===== src/hdl/bcodec_pkg.sv =====
// Shared types, constants and alphabet functions for the base64/base32 codec.
// Used by the controller, the datapath and the top level; depends on nothing.
`timescale 1ns / 1ps
`default_nettype none

package bcodec_pkg;

    localparam int ACC_W  = 13;
    localparam int PEND_W = 4;
    localparam int GRP_W  = 3;

    localparam logic [1:0] CFG_DECODE_MODE = 2'd0;
    localparam logic [1:0] CFG_ALPHABET    = 2'd1;
    localparam logic [1:0] CFG_WRAP        = 2'd2;
    localparam logic [1:0] CFG_SKIP        = 2'd3;

    localparam logic [15:0] WRAP_RESET = 16'd76;

    localparam logic [7:0] CHAR_EQ = 8'h3D;
    localparam logic [7:0] CHAR_LF = 8'h0A;
    localparam logic [7:0] CHAR_CR = 8'h0D;

    typedef enum logic [2:0] {
        ST_IDLE,
        ST_ENC_CHAR,
        ST_ENC_NL,
        ST_ENC_FLUSH,
        ST_ENC_PAD,
        ST_ENC_PAD_NL,
        ST_CLEAR,
        ST_FINISH
    } state_t;

    typedef enum logic [3:0] {
        OP_NONE,
        OP_ENC_LOAD,
        OP_ENC_CHAR,
        OP_ENC_FLUSH,
        OP_PAD,
        OP_NEWLINE,
        OP_DEC,
        OP_CLEAR,
        OP_FINISH
    } op_t;

    typedef struct packed {
        logic accept;
        op_t  op;
    } ctrl_cmd_t;

    typedef struct packed {
        logic decode_mode;
        logic end_flag;
        logic pend_ge_bits;
        logic pend_nonzero;
        logic group_nonzero;
        logic col_nonzero;
        logic wrap_next;
        logic slot_full;
        logic out_free;
    } dp_status_t;

    // 6-bit (or 5-bit when b32) value to alphabet character
    function automatic logic [7:0] char_of(input logic [5:0] v, input logic b32);
        logic [7:0] r;
        logic [7:0] v8;
        v8 = {2'b00, v};
        if (b32)
        begin
            v8 = {3'b000, v[4:0]};
            if (v8 < 8'd26)
                r = 8'h41 + v8;
            else
                r = 8'h32 + v8 - 8'd26;
        end
        else if (v8 < 8'd26)
            r = 8'h41 + v8;
        else if (v8 < 8'd52)
            r = 8'h61 + v8 - 8'd26;
        else if (v8 < 8'd62)
            r = 8'h30 + v8 - 8'd52;
        else if (v8 == 8'd62)
            r = 8'h2B;
        else
            r = 8'h2F;
        return r;
    endfunction

    // character to {valid, value}
    function automatic logic [6:0] char_value(input logic [7:0] c, input logic b32);
        logic [6:0] r;
        logic [7:0] d;
        r = 7'd0;
        d = 8'd0;
        if (c >= 8'h41 && c <= 8'h5A)
        begin
            d = c - 8'h41;
            r = {1'b1, d[5:0]};
        end
        else if (b32)
        begin
            if (c >= 8'h32 && c <= 8'h37)
            begin
                d = c - 8'h32 + 8'd26;
                r = {1'b1, d[5:0]};
            end
        end
        else if (c >= 8'h61 && c <= 8'h7A)
        begin
            d = c - 8'h61 + 8'd26;
            r = {1'b1, d[5:0]};
        end
        else if (c >= 8'h30 && c <= 8'h39)
        begin
            d = c - 8'h30 + 8'd52;
            r = {1'b1, d[5:0]};
        end
        else if (c == 8'h2B)
            r = {1'b1, 6'd62};
        else if (c == 8'h2F)
            r = {1'b1, 6'd63};
        return r;
    endfunction

endpackage

`default_nettype wire


===== src/hdl/bcodec_ctrl.sv =====
// Sequencing state machine of the codec: steps one input word through its results.
// Depends on bcodec_pkg; drives commands to bcodec_dp and reads its status.
`timescale 1ns / 1ps
`default_nettype none

module bcodec_ctrl (
    input  wire logic                   clk,
    input  wire logic                   rst_n,
    input  wire logic                   in_valid,
    output logic                        in_ready,
    input  wire logic                   byte_present,
    input  wire logic                   end_of_stream,
    input  wire bcodec_pkg::dp_status_t status,
    output bcodec_pkg::ctrl_cmd_t       cmd
);

    bcodec_pkg::state_t state_reg;
    bcodec_pkg::state_t state_next;
    logic               stall;

    always_ff @(posedge clk or negedge rst_n)
    begin
        if (!rst_n)
            state_reg <= bcodec_pkg::ST_IDLE;
        else
            state_reg <= state_next;
    end

    always_comb
    begin
        state_next = state_reg;
        cmd.accept = 1'b0;
        cmd.op     = bcodec_pkg::OP_NONE;
        in_ready   = 1'b0;
        // a new result needs the held one to move on to the output register
        stall      = status.slot_full && !status.out_free;
        case (state_reg)
            bcodec_pkg::ST_IDLE:
            begin
                in_ready = 1'b1;
                if (in_valid)
                begin
                    cmd.accept = 1'b1;
                    if (status.decode_mode)
                    begin
                        if (byte_present)
                            cmd.op = bcodec_pkg::OP_DEC;
                        state_next = end_of_stream ? bcodec_pkg::ST_CLEAR
                                                   : bcodec_pkg::ST_FINISH;
                    end
                    else if (byte_present)
                    begin
                        cmd.op     = bcodec_pkg::OP_ENC_LOAD;
                        state_next = bcodec_pkg::ST_ENC_CHAR;
                    end
                    else if (end_of_stream)
                        state_next = bcodec_pkg::ST_ENC_FLUSH;
                    else
                        state_next = bcodec_pkg::ST_FINISH;
                end
            end
            bcodec_pkg::ST_ENC_CHAR:
            begin
                if (status.pend_ge_bits)
                begin
                    if (!stall)
                    begin
                        cmd.op     = bcodec_pkg::OP_ENC_CHAR;
                        state_next = status.wrap_next ? bcodec_pkg::ST_ENC_NL
                                                      : bcodec_pkg::ST_ENC_CHAR;
                    end
                end
                else
                    state_next = status.end_flag ? bcodec_pkg::ST_ENC_FLUSH
                                                 : bcodec_pkg::ST_FINISH;
            end
            bcodec_pkg::ST_ENC_NL:
            begin
                if (!stall)
                begin
                    cmd.op     = bcodec_pkg::OP_NEWLINE;
                    state_next = bcodec_pkg::ST_ENC_CHAR;
                end
            end
            bcodec_pkg::ST_ENC_FLUSH:
            begin
                if (status.pend_nonzero)
                begin
                    if (!stall)
                    begin
                        cmd.op     = bcodec_pkg::OP_ENC_FLUSH;
                        state_next = status.wrap_next ? bcodec_pkg::ST_ENC_PAD_NL
                                                      : bcodec_pkg::ST_ENC_PAD;
                    end
                end
                else
                    state_next = bcodec_pkg::ST_ENC_PAD;
            end
            bcodec_pkg::ST_ENC_PAD_NL:
            begin
                if (!stall)
                begin
                    cmd.op     = bcodec_pkg::OP_NEWLINE;
                    state_next = bcodec_pkg::ST_ENC_PAD;
                end
            end
            bcodec_pkg::ST_ENC_PAD:
            begin
                if (status.group_nonzero)
                begin
                    if (!stall)
                    begin
                        cmd.op     = bcodec_pkg::OP_PAD;
                        state_next = status.wrap_next ? bcodec_pkg::ST_ENC_PAD_NL
                                                      : bcodec_pkg::ST_ENC_PAD;
                    end
                end
                else if (status.col_nonzero)
                begin
                    // close the partial last line
                    if (!stall)
                    begin
                        cmd.op     = bcodec_pkg::OP_NEWLINE;
                        state_next = bcodec_pkg::ST_CLEAR;
                    end
                end
                else
                    state_next = bcodec_pkg::ST_CLEAR;
            end
            bcodec_pkg::ST_CLEAR:
            begin
                cmd.op     = bcodec_pkg::OP_CLEAR;
                state_next = bcodec_pkg::ST_FINISH;
            end
            bcodec_pkg::ST_FINISH:
            begin
                if (status.slot_full)
                begin
                    if (status.out_free)
                    begin
                        cmd.op     = bcodec_pkg::OP_FINISH;
                        state_next = bcodec_pkg::ST_IDLE;
                    end
                end
                else
                    state_next = bcodec_pkg::ST_IDLE;
            end
            default:
            begin
                state_next = bcodec_pkg::ST_IDLE;
            end
        endcase
    end

endmodule

`default_nettype wire


===== src/hdl/bcodec_dp.sv =====
// Datapath of the codec: configuration, bit accumulator, counters, held result
// and output register. Depends on bcodec_pkg; driven by bcodec_ctrl commands.
`timescale 1ns / 1ps
`default_nettype none

module bcodec_dp #(
    parameter int COLUMN_BITS = 16
) (
    input  wire logic                   clk,
    input  wire logic                   rst_n,
    input  wire logic                   cfg_valid,
    input  wire logic [1:0]             cfg_index,
    input  wire logic [15:0]            cfg_data,
    input  wire logic [7:0]             data_byte,
    input  wire logic                   end_of_stream,
    input  wire bcodec_pkg::ctrl_cmd_t  cmd,
    output bcodec_pkg::dp_status_t      status,
    input  wire logic                   out_ready,
    output logic                        out_valid,
    output logic [7:0]                  out_byte,
    output logic                        result_kind,
    output logic                        last_of_run
);

    localparam int CMP_W = (COLUMN_BITS > 16) ? COLUMN_BITS : 16;

    // configuration
    logic        decode_reg,   decode_next;
    logic        alpha_reg,    alpha_next;
    logic [15:0] wrap_reg,     wrap_next;
    logic        skip_reg,     skip_next;

    // stream state
    logic [bcodec_pkg::ACC_W-1:0]  acc_reg,  acc_next;
    logic [bcodec_pkg::PEND_W-1:0] pend_reg, pend_next;
    logic [bcodec_pkg::GRP_W-1:0]  grp_reg,  grp_next;
    logic [COLUMN_BITS-1:0]        col_reg,  col_next;
    logic                          err_reg,  err_next;
    logic                          end_reg,  end_next;

    // held result and output register
    logic       slot_full_reg, slot_full_next;
    logic [7:0] slot_byte_reg, slot_byte_next;
    logic       slot_kind_reg, slot_kind_next;
    logic       out_valid_reg, out_valid_next;
    logic [7:0] out_byte_reg,  out_byte_next;
    logic       out_kind_reg,  out_kind_next;
    logic       out_last_reg,  out_last_next;

    logic [bcodec_pkg::PEND_W-1:0]  bits_w;
    logic [bcodec_pkg::PEND_W-1:0]  pend_clamp;
    logic [bcodec_pkg::PEND_W-1:0]  pend_sub;
    logic [bcodec_pkg::PEND_W-1:0]  pend_dec;
    logic [bcodec_pkg::PEND_W-1:0]  flush_sh;
    logic [bcodec_pkg::ACC_W-1:0]   enc_shift;
    logic [bcodec_pkg::ACC_W+5:0]   flush_wide;
    logic [bcodec_pkg::ACC_W-1:0]   acc_dec;
    logic [bcodec_pkg::ACC_W-1:0]   dec_shift;
    logic [6:0]                     dec_val;
    logic [bcodec_pkg::GRP_W-1:0]   grp_mask;
    logic [COLUMN_BITS-1:0]         col_inc;
    logic                           wrap_hit;
    logic                           emit;
    logic [7:0]                     emit_byte;
    logic                           emit_kind;
    logic                           out_free;
    logic                           skip_char;

    always_ff @(posedge clk or negedge rst_n)
    begin
        if (!rst_n)
        begin
            decode_reg    <= 1'b0;
            alpha_reg     <= 1'b0;
            wrap_reg      <= bcodec_pkg::WRAP_RESET;
            skip_reg      <= 1'b0;
            acc_reg       <= '0;
            pend_reg      <= '0;
            grp_reg       <= '0;
            col_reg       <= '0;
            err_reg       <= 1'b0;
            end_reg       <= 1'b0;
            slot_full_reg <= 1'b0;
            out_valid_reg <= 1'b0;
        end
        else
        begin
            decode_reg    <= decode_next;
            alpha_reg     <= alpha_next;
            wrap_reg      <= wrap_next;
            skip_reg      <= skip_next;
            acc_reg       <= acc_next;
            pend_reg      <= pend_next;
            grp_reg       <= grp_next;
            col_reg       <= col_next;
            err_reg       <= err_next;
            end_reg       <= end_next;
            slot_full_reg <= slot_full_next;
            out_valid_reg <= out_valid_next;
        end
    end

    always_ff @(posedge clk)
    begin
        slot_byte_reg <= slot_byte_next;
        slot_kind_reg <= slot_kind_next;
        out_byte_reg  <= out_byte_next;
        out_kind_reg  <= out_kind_next;
        out_last_reg  <= out_last_next;
    end

    always_comb
    begin
        bits_w     = alpha_reg ? 4'd5 : 4'd6;
        grp_mask   = alpha_reg ? 3'd7 : 3'd3;
        pend_clamp = (pend_reg > bits_w - 4'd1) ? bits_w - 4'd1 : pend_reg;
        pend_sub   = pend_reg - bits_w;
        enc_shift  = acc_reg >> pend_sub;
        flush_sh   = bits_w - pend_clamp;
        flush_wide = {6'd0, acc_reg} << flush_sh;
        col_inc    = col_reg + COLUMN_BITS'(1);
        wrap_hit   = (wrap_reg != 16'd0) && (CMP_W'(col_inc) == CMP_W'(wrap_reg));
        out_free   = !out_valid_reg || out_ready;

        dec_val   = bcodec_pkg::char_value(data_byte, alpha_reg);
        acc_dec   = alpha_reg ? {acc_reg[7:0], dec_val[4:0]} : {acc_reg[6:0], dec_val[5:0]};
        pend_dec  = ((pend_reg > 4'd7) ? 4'd7 : pend_reg) + bits_w;
        dec_shift = acc_dec >> (pend_dec - 4'd8);
        skip_char = (data_byte == bcodec_pkg::CHAR_LF) || (data_byte == bcodec_pkg::CHAR_CR)
                    || (data_byte == bcodec_pkg::CHAR_EQ);

        status.decode_mode   = decode_reg;
        status.end_flag      = end_reg;
        status.pend_ge_bits  = pend_reg >= bits_w;
        status.pend_nonzero  = pend_clamp != 4'd0;
        status.group_nonzero = grp_reg != 3'd0;
        status.col_nonzero   = col_reg != '0;
        status.wrap_next     = wrap_hit;
        status.slot_full     = slot_full_reg;
        status.out_free      = out_free;

        decode_next = decode_reg;
        alpha_next  = alpha_reg;
        wrap_next   = wrap_reg;
        skip_next   = skip_reg;
        acc_next    = acc_reg;
        pend_next   = pend_reg;
        grp_next    = grp_reg;
        col_next    = col_reg;
        err_next    = err_reg;
        end_next    = cmd.accept ? end_of_stream : end_reg;

        emit      = 1'b0;
        emit_byte = 8'd0;
        emit_kind = 1'b0;

        slot_full_next = slot_full_reg;
        slot_byte_next = slot_byte_reg;
        slot_kind_next = slot_kind_reg;
        out_valid_next = out_valid_reg && !out_ready;
        out_byte_next  = out_byte_reg;
        out_kind_next  = out_kind_reg;
        out_last_next  = out_last_reg;

        case (cmd.op)
            bcodec_pkg::OP_ENC_LOAD:
            begin
                acc_next  = {acc_reg[4:0], data_byte};
                pend_next = pend_clamp + 4'd8;
            end
            bcodec_pkg::OP_ENC_CHAR:
            begin
                emit      = 1'b1;
                emit_byte = bcodec_pkg::char_of(enc_shift[5:0], alpha_reg);
                pend_next = pend_sub;
                grp_next  = (grp_reg + 3'd1) & grp_mask;
                col_next  = wrap_hit ? '0 : col_inc;
            end
            bcodec_pkg::OP_ENC_FLUSH:
            begin
                emit      = 1'b1;
                emit_byte = bcodec_pkg::char_of(flush_wide[5:0], alpha_reg);
                pend_next = '0;
                grp_next  = (grp_reg + 3'd1) & grp_mask;
                col_next  = wrap_hit ? '0 : col_inc;
            end
            bcodec_pkg::OP_PAD:
            begin
                emit      = 1'b1;
                emit_byte = bcodec_pkg::CHAR_EQ;
                grp_next  = (grp_reg + 3'd1) & grp_mask;
                col_next  = wrap_hit ? '0 : col_inc;
            end
            bcodec_pkg::OP_NEWLINE:
            begin
                emit      = 1'b1;
                emit_byte = bcodec_pkg::CHAR_LF;
            end
            bcodec_pkg::OP_DEC:
            begin
                if (!err_reg && !skip_char)
                begin
                    if (!dec_val[6])
                    begin
                        if (!skip_reg)
                        begin
                            emit      = 1'b1;
                            emit_kind = 1'b1;
                            err_next  = 1'b1;
                        end
                    end
                    else
                    begin
                        acc_next  = acc_dec;
                        pend_next = pend_dec;
                        if (pend_dec >= 4'd8)
                        begin
                            pend_next = pend_dec - 4'd8;
                            emit      = 1'b1;
                            emit_byte = dec_shift[7:0];
                        end
                    end
                end
            end
            bcodec_pkg::OP_CLEAR:
            begin
                acc_next  = '0;
                pend_next = '0;
                grp_next  = '0;
                col_next  = '0;
                err_next  = 1'b0;
            end
            bcodec_pkg::OP_FINISH:
            begin
                // the held result is the last one of this word
                out_valid_next = 1'b1;
                out_byte_next  = slot_byte_reg;
                out_kind_next  = slot_kind_reg;
                out_last_next  = 1'b1;
                slot_full_next = 1'b0;
            end
            default:
            begin
            end
        endcase

        if (emit)
        begin
            if (slot_full_reg)
            begin
                out_valid_next = 1'b1;
                out_byte_next  = slot_byte_reg;
                out_kind_next  = slot_kind_reg;
                out_last_next  = 1'b0;
            end
            slot_full_next = 1'b1;
            slot_byte_next = emit_byte;
            slot_kind_next = emit_kind;
        end

        if (cfg_valid)
        begin
            case (cfg_index)
                bcodec_pkg::CFG_DECODE_MODE: decode_next = cfg_data[0];
                bcodec_pkg::CFG_ALPHABET:    alpha_next  = cfg_data[0];
                bcodec_pkg::CFG_WRAP:        wrap_next   = cfg_data;
                bcodec_pkg::CFG_SKIP:        skip_next   = cfg_data[0];
                default:                     skip_next   = skip_reg;
            endcase
            // drop the message in progress on a mode or alphabet change
            if (cfg_index == bcodec_pkg::CFG_DECODE_MODE || cfg_index == bcodec_pkg::CFG_ALPHABET)
            begin
                acc_next  = '0;
                pend_next = '0;
                grp_next  = '0;
                col_next  = '0;
                err_next  = 1'b0;
            end
        end
    end

    assign out_valid   = out_valid_reg;
    assign out_byte    = out_byte_reg;
    assign result_kind = out_kind_reg;
    assign last_of_run = out_last_reg;

endmodule

`default_nettype wire


===== src/hdl/base64_base32_stream_codec.sv =====
// Streaming base64/base32 encoder and decoder, top level.
// Each result of a word waits in a one-deep slot before it moves to the output register.
// Without output stalls a word takes one cycle a result plus accept, sequencing and finish
// steps; a new word is taken only once the last one is finished; one result is held back to mark the last.
// Reset (rst_n, asynchronous, active low) clears all stream state; configuration returns
// to encode, base64, 76 columns, no skipping. Depends on bcodec_pkg, bcodec_ctrl, bcodec_dp.
`timescale 1ns / 1ps
`default_nettype none

module base64_base32_stream_codec #(
    parameter int COLUMN_BITS = 16
) (
    input  wire logic        clk,
    input  wire logic        rst_n,
    input  wire logic        cfg_valid,
    output logic             cfg_ready,
    input  wire logic [1:0]  cfg_index,
    input  wire logic [15:0] cfg_data,
    input  wire logic        in_valid,
    output logic             in_ready,
    input  wire logic [7:0]  data_byte,
    input  wire logic        byte_present,
    input  wire logic        end_of_stream,
    output logic             out_valid,
    input  wire logic        out_ready,
    output logic [7:0]       out_byte,
    output logic             result_kind,
    output logic             last_of_run
);

    bcodec_pkg::ctrl_cmd_t  cmd;
    bcodec_pkg::dp_status_t status;

    assign cfg_ready = 1'b1;

    bcodec_ctrl u_ctrl (
        .clk           (clk),
        .rst_n         (rst_n),
        .in_valid      (in_valid),
        .in_ready      (in_ready),
        .byte_present  (byte_present),
        .end_of_stream (end_of_stream),
        .status        (status),
        .cmd           (cmd)
    );

    bcodec_dp #(
        .COLUMN_BITS (COLUMN_BITS)
    ) u_dp (
        .clk           (clk),
        .rst_n         (rst_n),
        .cfg_valid     (cfg_valid),
        .cfg_index     (cfg_index),
        .cfg_data      (cfg_data),
        .data_byte     (data_byte),
        .end_of_stream (end_of_stream),
        .cmd           (cmd),
        .status        (status),
        .out_ready     (out_ready),
        .out_valid     (out_valid),
        .out_byte      (out_byte),
        .result_kind   (result_kind),
        .last_of_run   (last_of_run)
    );

endmodule

`default_nettype wire


===== config.mk =====
export PLATFORM = sky130hd
export DESIGN_NAME = base64_base32_stream_codec
export DESIGN_NICKNAME = d
export VERILOG_FILES = /design/src/hdl/bcodec_pkg.sv /design/src/hdl/bcodec_ctrl.sv /design/src/hdl/bcodec_dp.sv /design/src/hdl/base64_base32_stream_codec.sv
export SDC_FILE = /design/constraint.sdc
export NUM_CORES = 1
export LEC_CHECK = 0
export BUFFER_PORTS_ARGS = -buffer_cell sky130_fd_sc_hd__buf_4
export CORE_MARGIN = 2
export CORE_UTILIZATION = 65
export CTS_CLUSTER_DIAMETER = 80
export CTS_CLUSTER_SIZE = 20
export DETAILED_ROUTE_END_ITERATION = 6
export PLACE_DENSITY = 0.82
export RECOVER_POWER = 25
export SYNTH_ARGS = -nofsm -noshare
export SYNTH_HDL_FRONTEND = slang
export SYNTH_SLANG_ARGS = --single-unit

===== constraint.sdc =====
create_clock -name clk -period 11.9 [get_ports clk]
set_input_delay 2.38 -clock clk [delete_from_list [all_inputs] [get_ports clk]]
set_output_delay 2.38 -clock clk [all_outputs]
set_load 0.01 [all_outputs]

; Word-level counts from Yosys, hierarchy flattened
; Index checks and enable logic that the tools add are counted.
[classes]
eq_ne = 32
n_addsub = 31
shift = 3
bitwise_logic = 3
reduce_logical = 34
muxes = 108
n_lt_le_gt_ge = 20
[ops]
columns = cell, count
row1 = 2-to-1 mux 8 bit, 16
row2 = 2-to-1 mux 3 bit, 24
row3 = 2-to-1 mux 13 bit, 5
row4 = 2-to-1 mux 4 bit, 14
row5 = 2-to-1 mux 7 bit, 7
row6 = 2-to-1 mux 16 bit, 3
row7 = one-hot mux 8 bit (5 select lines), 1
row8 = one-hot mux 13 bit (3 select lines), 1
row9 = "adder 7 x 6 -> 8 bit, first input constant", 4
row10 = one-hot mux 16 bit (2 select lines), 1
row11 = nonzero test 16 bit, 2
row12 = "subtractor 8 x 5 -> 8 bit, second input constant", 4
row13 = one-hot mux 4 bit (7 select lines), 1
row14 = 2-to-1 mux 1 bit, 25
row15 = "equality test 8 x 6 -> 1 bit, second input constant", 3
row16 = "less-than comparator 6 bit, second input constant", 4
row17 = one-hot mux 3 bit (8 select lines), 1
row18 = "subtractor 6 bit, second input constant", 3
row19 = "adder 16 x 1 -> 16 bit, second input constant", 1
row20 = "adder 7 x 5 -> 8 bit, first input constant", 2
row21 = equality test 16 bit, 1
row22 = "equality test 4 x 3 -> 1 bit, second input constant", 4
row23 = "equality test 8 x 4 -> 1 bit, second input constant", 2
row24 = "greater-or-equal comparator 8 x 6 -> 1 bit, second input constant", 2
row25 = 56 further kinds, 100
[word_totals]
out_inout_bits = 13
wordCells = 249
register_bits = 81

; Longest topological paths before layout
; Gate-level depths: netlist (run 1).
[logic_depth]
ltp_word = 13
mapped_depth = 27

; Hierarchy
; From an unflattened synthesis (run 1), not the netlist that was laid out.
[unflattened]
cells_unflattened = 1028
hier_area_um2 = 8403.1
[modules_own_cells]
columns = mod, seq_area_each_um2, n_inst, area_per_inst_um2, cells_per_inst
row1 = bcodec_dp, 1950.6, 1, 7862.5, 959
row2 = bcodec_ctrl, 75.1, 1, 529.3, 67
row3 = base64_base32_stream_codec, 0.0, 1, 11.3, 2

; Worst setup path after synthesis (run 1)
; No wires, ideal clock.
[synth_path]
path_kind = register to register
from = register u_dp.alpha_reg
to = register u_dp.slot_byte_reg[2], data pin
arrival_time_ns = 5.851
synth_period_minus_slack_ns = 6.133
n_path_buf = 8
path_stages_with_launch = 28
setup_slack_ns = 5.767
path_cell_list = dfrtp_1 > clkbuf_1 > inv_1 > buf_1 > buf_1 > ha_1 > buf_2 > buf_2 > o21ai_0 > a21oi_1 > nor2_1 > a21oi_1 > ha_1 > fa_1 > clkbuf_1 > and3_1 > clkbuf_1 > o211ai_1 > a32oi_2 > ha_1 > nor2b_1 > clkbuf_1 > nor2_1 > a211oi_1 > a311o_1 > mux2i_1 > a211oi_1 > o311ai_1
[synth_between]
elab_chain_cells = 13
[synth_rtl]
columns = element, line_no
row1 = "start, declared", bcodec_dp.sv:29  ; logic alpha_reg, alpha_next;
row2 = "start signal, assigned", bcodec_dp.sv:89  ; alpha_reg <= alpha_next;
row3 = 2-to-1 mux 2 bit, bcodec_dp.sv:114  ; bits_w = alpha_reg ? 4'd5 : 4'd6;
row4 = subtractor 4 x 1 -> 4 bit, bcodec_dp.sv:116  ; pend_clamp = (pend_reg > bits_w - 4'd1) ? bits_w - 4'd1 : pend_reg;
row5 = > comparator 4 bit, bcodec_dp.sv:116
row6 = 2-to-1 mux 4 bit, bcodec_dp.sv:116
row7 = subtractor 4 bit, bcodec_dp.sv:119  ; flush_sh = bits_w - pend_clamp;
row8 = left shift 13 x 4 -> 6 bit, bcodec_dp.sv:120  ; flush_wide = {6'd0, acc_reg} << flush_sh;
row9 = adder 6 x 6 -> 7 bit or equality test 6 bit (tied branches), "bcodec_pkg.sv:81, bcodec_pkg.sv:82"
row10 = subtractor 8 x 6 -> 8 bit or 2-to-1 mux 3 bit (tied branches), "bcodec_pkg.sv:81, bcodec_pkg.sv:82"
row11 = 2-to-1 mux 8 bit, bcodec_pkg.sv:80  ; else if (v8 < 8'd62)
row12 = 2-to-1 mux 8 bit, bcodec_pkg.sv:78  ; else if (v8 < 8'd52)
row13 = 2-to-1 mux 8 bit, bcodec_pkg.sv:76  ; else if (v8 < 8'd26)
row14 = 2-to-1 mux 8 bit, bcodec_pkg.sv:68  ; if (b32)
row15 = one-hot mux 8 bit (5 select lines) (*), bcodec_dp.sv:165  ; case (cmd.op)
row16 = net u_dp.emit_byte[2], bcodec_dp.sv:64  ; logic [7:0] emit_byte;
row17 = "end signal, assigned", bcodec_dp.sv:105  ; slot_byte_reg <= slot_byte_next;
row18 = "end, declared", bcodec_dp.sv:43  ; logic [7:0] slot_byte_reg, slot_byte_next;
; The timed path passes the listed nets; every way through them passes the cells marked *.
; A chain may end at the register's enable or synchronous reset.

; Worst setup path after layout (run 1)
[layout_path]
from = register u_dp.pend_reg[0] in the netlist's numbering
to = register u_dp.slot_byte_reg[2], data pin
[layout_between]
elab_chain_cells = 11
[layout_rtl]
columns = element, line_no
row1 = "start, declared", bcodec_dp.sv:35  ; logic [bcodec_pkg::PEND_W-1:0] pend_reg, pend_next;
row2 = "start signal, assigned", bcodec_dp.sv:93  ; pend_reg <= pend_next;
row3 = > comparator 4 bit, bcodec_dp.sv:116
row4 = 2-to-1 mux 4 bit, bcodec_dp.sv:116
row5 = subtractor 4 bit, bcodec_dp.sv:119
row6 = left shift 13 x 4 -> 6 bit, bcodec_dp.sv:120
row7 = adder 6 x 6 -> 7 bit or equality test 6 bit (tied branches), "bcodec_pkg.sv:81, bcodec_pkg.sv:82"
row8 = subtractor 8 x 6 -> 8 bit or 2-to-1 mux 3 bit (tied branches), "bcodec_pkg.sv:81, bcodec_pkg.sv:82"
row9 = 2-to-1 mux 8 bit, bcodec_pkg.sv:80
row10 = 2-to-1 mux 8 bit, bcodec_pkg.sv:78
row11 = 2-to-1 mux 8 bit, bcodec_pkg.sv:76
row12 = 2-to-1 mux 8 bit, bcodec_pkg.sv:68
row13 = one-hot mux 8 bit (5 select lines) (*), bcodec_dp.sv:165
row14 = net u_dp.emit_byte[2], bcodec_dp.sv:64
; Marks and branches as above.

==> flow_summary_export.csv, run 1 <==
group,metric,value,unit
outcome,status,"complete, but fails checks",
outcome,failed_checks,"max-capacitance violations, max-slew violations",
die,initial_utilization,0.6634,
drt,ant_nets,0,
worst_setup_path,required,11.96,ns
pwr,peakVddDrop,0.07481,mV
worst_setup_path,end_kind,"flip-flop",
clocking,clock_sinks,81,
worst_setup_path,r2r_setup_slack,5.92,ns
placed_design,dpl-instance-area,9034,um^2
drt,firstDrtPassIters,6,
timing,fin_crit,5.976,ns
drt,drt_wl_total,24.28,mm
timing,worst_pin_slew,3.379,ns
die,dieWidth,120.0,um
synthesis,ys_seq_area_frac,0.2315,
synthesis,synth_area_per_cell,8.201,um^2
synthesis,syn_area,8751,um^2
worst_setup_path,critical_path_peak_fanout,17,
synthesis,netlist_instances,1067,
drt,first_iter_violations,1069,
clocking,clock_latency,0.35,ns
clocking,cts_inserted_buffers,9,
pwr,p_leak,0.003818,uW
worst_setup_path,critPathArrivalTime,6.03,ns
timing,fin_worst_skew,0.01243,ns
placed_design,post-dp-hpwl,17.69,mm
synthesis,synth.distinct_cells,107,
worst_setup_path,crit_type,"reg -> reg",
synthesis,yosys_warnings,0,
final_layout,diodes,0,
worst_setup_path,r2r_cells,18,
final_layout,drive_gt1_frac,0.1330,
die,ios,46,
die,core.rowCount,42,
timing,setup_viol,0,
timing,setup_tns,0,ns
worst_setup_path,cp-startpoint,"u_dp.pend_reg[0]",
die,die_area,14410,um^2
clocking,clk_pin_slew,0.07,ns
drt,viasPerCell,6.869,
global_routing,grt_max_degree,63,
global_routing,antenna_found_initial,0,
clocking,ctsResizeCount,0,
final_layout,layout_common_cells,"nand2_1, nor2_1, dfrtp_1",
die,die_h,120.0,um
drt,vias,8490,
placed_design,numPortBuffers,44,
clocking,cts.htree.levels,3,
global_routing,grt_pass1_vias,7790,
timing,max_freq,167.3,MHz
drt,routedWlPerCell,19.64,um
worst_setup_path,reg2reg_to,"u_dp.slot_byte_reg[2]",
placed_design,globalplace.congestion,1.016,
clocking,cts_tree,"yes",
final_layout,final_area,9319,um^2
global_routing,grt_usage,0.3445,
timing,hold_violations,0,
hold_path,hold_path.class,"reg -> reg",
drt,drc,0,
final_layout,area_delta_synth_final,6.491,%
timing,rsz0062_at_grt,"no",
clocking,cts_hold_buffers,0,
final_layout,nets,1149,
worst_setup_path,worst_setup_path_start_kind,"flip-flop",
final_layout,layout_commonest_cell,"nand2_1",
clocking,cts_setup_buffers,0,
pwr,power_density,130.0,nW/um^2
die,coreArea,13190,um^2
clocking,clk_path_buf_depth,2,
synthesis,synthFlopType,"dfrtp_1",
timing,min_period_over_period,0.5022,
timing,drv_slew,63,
hold_path,hold_depth,1,
global_routing,grt-ovfl-total,0,
synthesis,synth-edff-count,9,
clocking,clockRootBuffer,"clkbuf_16",
worst_setup_path,endpoint,"u_dp.slot_byte_reg[2]",
worst_setup_path,r2r_start,"u_dp.pend_reg[0]",
synthesis,ys_async_sr_fraction,0.7654,
run,drv_cap,1,
synthesis,syn-num-nets,1161,
timing,maxSlewHeadroom,-1.253,
synthesis,ys_ff_latch,81,
global_routing,grt_first_pass_wirelength,40.16,mm
cells by family (layout without fill, tap and decap cells):
logic type | after synthesis | after routing | share of synthesized area
compound gates | 295 | 295 | 0.2479
xor+xnor | 44 | 44 | 0.04704
fa+ha+maj | 61 | 61 | 0.08979
buf+inv | 130 | 123 | 0.06077
flops | 81 | 81 | 0.2315
mux | 82 | 82 | 0.1118
other cells | 1 | 1 | 0.0004285
simple gates | 373 | 373 | 0.2108
synth_stat cells (all sizes together) (15+ instances only):
| cell type | count | area (um^2) |
|---|---|---|
| a211oi | 19 | 142.6 |
| a21oi | 44 | 220.2 |
| a222oi | 16 | 160.2 |
| a31oi | 25 | 156.4 |
| buf | 30 | 156.4 |
| clkbuf | 42 | 157.7 |
| dfrtp | 59 | 1476 |
| ha | 58 | 725.7 |
| inv | 57 | 214.0 |
| mux2 | 43 | 488.0 |
| mux2i | 32 | 332.8 |
| nand2 | 108 | 405.4 |
| nand3 | 37 | 185.2 |
| nand4 | 18 | 112.6 |
| nor2 | 85 | 326.6 |
| nor2b | 19 | 118.9 |
| nor3 | 29 | 155.2 |
| nor4 | 15 | 106.4 |
| o211ai | 23 | 191.4 |
| o21ai | 54 | 277.8 |
| xnor2 | 30 | 270.3 |
area by class of cell:
class | count | area, um^2
multi-input combinational | 856 | 6202
fill | 1097 | 3871
sequential | 81 | 2026
timing repair buffer | 49 | 356.6
clock buffer | 9 | 225.2
tap | 176 | 220.2
inverter | 58 | 217.7
clock inverter | 7 | 71.32
metrics by stage:
step	power (uW)	std cells	hold WS [ns]	utilization	setup WS (ns)
2_1_floorplan	775.0	1067	0.4321	-	5.767
3_3_place_gp	913.2	1220	0.4432	0.6849	6.067
3_5_place_dp	925.6	1220	0.4532	0.6849	5.867
4_1_cts	1206	1236	0.4704	0.7074	6.022
5_1_grt	1284	1236	0.4802	0.7065	5.420
6_report	1212	1236	0.4664	0.7065	5.924
layer usage:
| layer | track usage | share of wire | up-vias |
|---|---|---|---|
| met2 | 0.5352 | 0.46 | 441 |
| met4 | 0.1221 | 0.031 | 0 |
| li1 | - | - | 3963 |
| met5 | 0 | 0 | - |
| met3 | 0.04325 | 0.078 | 77 |
| met1 | 0.4945 | 0.43 | 4009 |
critical path, cell delays in order (launching register included):
cell and delay, ns:
dfrtp_1 0.38, inv_1 0.10, ha_1 0.76, o21ai_0 0.15, a21oi_1 0.22, a21oi_1 0.14, ha_1 0.25, fa_1 0.74
and3_1 0.34, o211ai_1 0.15, a32oi_2 0.57, ha_1 0.30, nor2b_1 0.59, nor2_1 0.08, a211oi_1 0.23, a311o_1 0.16
mux2i_1 0.10, a211oi_1 0.27, o311ai_1 0.14
report_power, final:
part	switching, uW	internal (uW)	leakage [uW]
combinational	311	210	0.00269
clock	134	148	0.000148
sequential	60.8	348	0.000977
total	506	706	0.00382
worst min path at each step:
stage | startpoint | to | slack (ns)
3_3_place_gp | u_dp.out_byte[5] | u_dp.out_byte[5] | 0.44
3_5_place_dp | u_dp.out_byte[0] | u_dp.out_byte[0] | 0.45
2_1_floorplan | u_dp.slot_byte_reg[0] | u_dp.out_byte[0] | 0.43
4_1_cts | u_dp.out_byte[0] | u_dp.out_byte[0] | 0.47
6_report | u_dp.out_byte[0] | u_dp.out_byte[0] | 0.47
5_1_grt | u_dp.out_byte[7] | u_dp.out_byte[7] | 0.48
No activity file was read; power rests on OpenSTA's default activity.
==> inputs of run 2 (changes only) <==
CORE_UTILIZATION = 64   (was 65)
PLACE_DENSITY = 0.81   (was 0.82)
clock period = 6.06 ns   (was 11.9 ns; I/O delays follow)
==> run 2 against run 1 <==
  * The run still ends with max-capacitance violations, max-slew violations left
  * Register-to-register slack lost 5.3 ns
  * Routed wire length grew 0.14%
  * Cell count rose by 0.32%
  * Utilization shrank 0.37 points
  * Clock power up 99%
  * Global-route usage shrank 0.60 points
  * Hold slack lost 0.0036 ns
  * Cell area is 0.27% higher
  * Fmax grew 11%
  * Count of clock-buffer cells in the layout is 1 higher
  * Largest cell class unchanged
  * Highest routed layer unchanged
==> flow_summary_export.csv, run 2 (synthesis results as in run 1) <==
group,metric,value,unit
final_layout,final_area,9344,um^2
final_layout,diodes,0,
drt,ant_nets,0,
worst_setup_path,end_kind,"flip-flop",
global_routing,antenna_found_initial,0,
timing,fin_worst_skew,0.01239,ns
die,die_h,120.9,um
worst_setup_path,critical_path_peak_fanout,10,
global_routing,grt_pass1_vias,7959,
die,initial_utilization,0.6582,
clocking,clk_path_buf_depth,2,
die,ios,46,
timing,max_freq,185.1,MHz
timing,whs,0.4628,ns
die,die_area,14620,um^2
drt,firstDrtPassIters,6,
timing,fin_crit,5.402,ns
final_layout,drive_gt1_frac,0.1344,
pwr,power,2392,uW
outcome,status,"complete, but fails checks",
drt,viasPerCell,6.858,
worst_setup_path,crit_type,"reg -> reg",
final_layout,layout_commonest_cell,"nand2_1",
clocking,cts_inserted_buffers,9,
die,dieWidth,120.9,um
die,core.rowCount,42,
pwr,peakVddDrop,0.1735,mV
timing,worst_pin_slew,3.263,ns
clocking,cts_tree,"yes",
placed_design,dpl-instance-area,9057,um^2
global_routing,grt-ovfl-total,0,
timing,rsz0062_at_grt,"no",
run,drv_cap,1,
worst_setup_path,required,6.13,ns
outcome,failed_checks,"max-capacitance violations, max-slew violations",
placed_design,post-dp-hpwl,17.67,mm
final_layout,area_delta_synth_final,6.777,%
global_routing,grt_usage,0.3385,
timing,min_period_over_period,0.8915,
final_layout,nets,1153,
placed_design,numPortBuffers,44,
pwr,p_leak,0.003836,uW
final_layout,layout_common_cells,"nand2_1, nor2_1, dfrtp_1",
hold_path,hold_path.class,"reg -> reg",
clocking,clock_latency,0.35,ns
timing,maxSlewHeadroom,-1.175,
drt,drc,0,
clocking,cts.htree.levels,3,
final_layout,finalNonFillerCells,1240,
drt,vias,8504,
worst_setup_path,critPathArrivalTime,5.47,ns
timing,setup_viol,0,
hold_path,hold_depth,1,
clocking,clockRootBuffer,"clkbuf_16",
timing,drv_slew,63,
timing,setup_tns,0,ns
drt,first_iter_violations,994,
pwr,power_density,256.0,nW/um^2
global_routing,grt_max_degree,63,
clocking,cts_hold_buffers,0,
die,coreArea,13300,um^2
drt,routedWlPerCell,19.61,um
worst_setup_path,worst_setup_path_start_kind,"flip-flop",
clocking,clk_pin_slew,0.07,ns
placed_design,dp_cells,1224,
global_routing,grt_first_pass_wirelength,40.04,mm
clocking,cts_setup_buffers,0,
timing,hold_violations,0,
drt,drt_wl_total,24.32,mm
clocking,ctsResizeCount,0,
worst_setup_path,r2r_cells,19,
placed_design,globalplace.congestion,1.053,
clocking,clock_sinks,81,
-- run 2: cell type report --
| type | count | area [um^2] |
|---|---|---|
| clock buffer | 10 | 229.0 |
| timing repair buffer | 53 | 390.4 |
| inverter | 58 | 217.7 |
| fill | 1102 | 3951 |
| multi-input combinational | 856 | 6196 |
| clock inverter | 6 | 65.06 |
| sequential | 81 | 2026 |
| tap | 176 | 220.2 |
-- run 2: through the flow --
stage	worst slack (ns)	utilization
floorplan	0.1286	-
global placement	0.8929	0.6813
detailed placement	0.8224	0.6813
CTS	0.7960	0.7034
global route	0.3465	0.7028
finish	0.6578	0.7028
-- run 2: report_power, final --
part	internal [uW]	leakage [uW]	switching, uW
combinational	421	0.00272	610
sequential	683	0.000977	119
clock	321	0.000141	239
-- run 2: final timing paths --
| path | endpoint | slack [ns] | from |
|---|---|---|---|
| max | u_dp.slot_byte_reg[2] | 0.66 | u_dp.pend_reg[0] |
| min | u_dp.out_byte[6] | 0.46 | u_dp.slot_byte_reg[6] |
| max reg2reg | u_dp.slot_byte_reg[2] | 0.66 | u_dp.pend_reg[0] |
| min reg2reg | u_dp.out_byte[6] | 0.46 | u_dp.slot_byte_reg[6] |
| max in group asynchronous | u_dp.acc_reg[12] | 2.27 | rst_n |
| min in group asynchronous | u_dp.wrap_reg[11] | 1.94 | rst_n |
-- run 2: layer usage --
| metal | GRT usage | part of all wire | wire length [um] | up-vias |
|---|---|---|---|---|
| met5 | 0 | 0 | 0 | - |
| met4 | 0.1221 | 0.026 | 626 | 0 |
| met3 | 0.06391 | 0.094 | 2274 | 64 |
| met2 | 0.5235 | 0.45 | 11020 | 516 |
| met1 | 0.4727 | 0.43 | 10390 | 3947 |
| li1 | - | - | - | 3977 |
-- run 2: worst max-delay path, cell delays in order, from the launching register on --
cell      delay [ns]
dfrtp_1         0.39
inv_1           0.11
ha_1            0.32
o21ai_0         0.18
a21oi_1         0.12
nor2_1          0.12
a21oi_1         0.07
ha_1            0.25
fa_1            0.76
and3_1          0.32
o211ai_1        0.13
a32oi_2         0.54
ha_1            0.30
nor2b_1         0.53
nor2_1          0.08
a211oi_1        0.23
a311o_1         0.15
mux2i_1         0.09
a211oi_1        0.27
o311ai_1        0.13
==> inputs of run 3 (changes only) <==
CORE_ASPECT_RATIO = 0.9   (was unset)
==> run 3 against run 2 <==
  * Cell count is 0.81% lower
  * Critical endpoint unchanged
  * Fmax down 1.6%
  * Via count shrank 0.18%
  * Sequential cell count did not move
  * The flow still finishes with violations (max-capacitance violations, max-slew violations)
  * Utilization decreased by 0.41 points
  * Non-clock buffer count decreased by 2
==> flow_summary_export.csv, run 3 (synthesis results as in run 1) <==
group,metric,value,unit
clocking,cts_setup_buffers,0,
timing,worst_pin_slew,3.352,ns
die,initial_utilization,0.6549,
drt,ant_nets,0,
final_layout,layout_common_cells,"nand2_1, nor2_1, dfrtp_1",
global_routing,grt_max_degree,63,
final_layout,fill_cells,1091,
worst_setup_path,cp_cell_sequence,"inv_1, ha_1, o21ai_0, a21oi_1, nor2_1, a21oi_1, ha_1, fa_1, and3_1, o211ai_1, a32oi_2, ha_1, nor2b_1, nor2_1, a211oi_1, a311o_1, mux2i_1, a211oi_1, o311ai_1",
timing,drv_slew,63,
clocking,clk_pin_slew,0.07,ns
worst_setup_path,crit_type,"reg -> reg",
die,die_area,14630,um^2
timing,hold_violations,0,
timing,setup_viol,0,
die,die_h,114.9,um
worst_setup_path,cpMostUsedCell,"ha_1",
placed_design,numPortBuffers,44,
die,ios,46,
global_routing,grt_pass1_vias,7757,
pwr,peakVddDrop,0.2014,mV
outcome,failed_checks,"max-capacitance violations, max-slew violations",
drt,vias,8489,
drt,viasPerCell,6.902,
timing,fin_crit,5.491,ns
placed_design,post-dp-hpwl,18.28,mm
final_layout,layout_commonest_cell,"nand2_1",
worst_setup_path,r2r_setup_slack,0.57,ns
timing,whs,0.4598,ns
clocking,clk_path_buf_depth,2,
global_routing,grt_usage,0.3462,
worst_setup_path,slowest_delay,0.76,ns
clocking,cts.htree.levels,3,
final_layout,area_delta_synth_final,6.691,%
worst_setup_path,crit_slowest_cell,"fa_1",
timing,min_period_over_period,0.9061,
timing,max_freq,182.1,MHz
drt,routedWlPerCell,20.29,um
timing,fin_worst_skew,0.01190,ns
final_layout,nets,1151,
clocking,clock_sinks,81,
pwr,power_density,258.4,nW/um^2
final_layout,drive_gt1_frac,0.1328,
worst_setup_path,required,6.13,ns
worst_setup_path,critPathArrivalTime,5.56,ns
hold_path,hold_path.class,"reg -> reg",
clocking,clock_latency,0.35,ns
worst_setup_path,critical_path_peak_fanout,10,
placed_design,globalplace.congestion,1.024,
run,drv_cap,1,
drt,drc,0,
drt,firstDrtPassIters,7,
clocking,cts_hold_buffers,0,
die,core.rowCount,40,
final_layout,diodes,0,
clocking,cts_inserted_buffers,9,
global_routing,grt-ovfl-total,0,
worst_setup_path,end_kind,"flip-flop",
drt,first_iter_violations,1132,
die,coreArea,13360,um^2
clocking,clockRootBuffer,"clkbuf_16",
timing,maxSlewHeadroom,-1.234,
global_routing,grt_first_pass_wirelength,40.65,mm
worst_setup_path,worst_setup_path_start_kind,"flip-flop",
outcome,status,"complete, but fails checks",
clocking,cts_tree,"yes",
timing,setup_tns,0,ns
drt,drt_wl_total,24.96,mm
pwr,p_leak,0.003837,uW
die,dieWidth,127.3,um
pwr,power,2412,uW
timing,rsz0062_at_grt,"no",
clocking,ctsResizeCount,0,
global_routing,antenna_found_initial,0,
## run 3: worst paths after layout
path / from / cells past startpoint / to
worst max-delay path: u_dp.pend_reg[0] / 19 / u_dp.slot_byte_reg[2]
min in group asynchronous: rst_n / 1 / u_dp.col_reg[12]
worst min-delay path: u_dp.out_byte[1] / 1 / u_dp.out_byte[1]
worst min register to register: u_dp.out_byte[1] / 1 / u_dp.out_byte[1]
max in group asynchronous: rst_n / 1 / u_dp.acc_reg[9]
worst max register to register: u_dp.pend_reg[0] / 19 / u_dp.slot_byte_reg[2]
## run 3: routing by layer
layer / track usage / vias to the layer above / routed length (um)
met5: 0 / - / 0
met4: 0.1158 / 0 / 686
met3: 0.06794 / 65 / 2568
met2: 0.5194 / 490 / 10720
met1: 0.5035 / 3968 / 10980
li1: - / 3966 / -
## run 3: power breakdown
group / total, uW / leakage (uW) / switching (uW) / internal (uW)
clock network: 566 / 0.000154 / 226 / 340
registers: 809 / 0.000977 / 126 / 683
logic: 1040 / 0.00271 / 616 / 420
total: 2410 / 0.00384 / 968 / 1440
## run 3: per-stage QoR
step	worst slack, ns	instance area [um^2]	cells	utilization
global placement	0.9162	9032	1214	0.6759
floorplan	0.1286	8752	1067	-
global route	0.1877	9336	1230	0.6987
CTS	0.7023	9344	1230	0.6993
detailed placement	0.7393	9032	1214	0.6759
finish	0.5691	9336	1230	0.6987
## run 3: layout make-up
type	instances	area, um^2	area share
Sequential cell	81	2026	0.2170
Inverter	58	217.7	0.02332
Multi-Input combinational cell	856	6196	0.6636
Clock buffer	14	296.5	0.03176
Tap cell	168	210.2	0.02251
Timing Repair Buffer	51	375.4	0.04020
Clock inverter	2	15.01	0.001608
## run 3: critical path: cells and delay by family, from the launching register on
family | cells | cell delay [ns]
AO/OA/AOI/OAI | 9 | 1.82
adder cells (fa/ha/maj) | 4 | 1.62
AND/OR/NAND/NOR | 4 | 1.16
flip-flops | 1 | 0.40
buffers and inverters | 1 | 0.11
multiplexers | 1 | 0.09
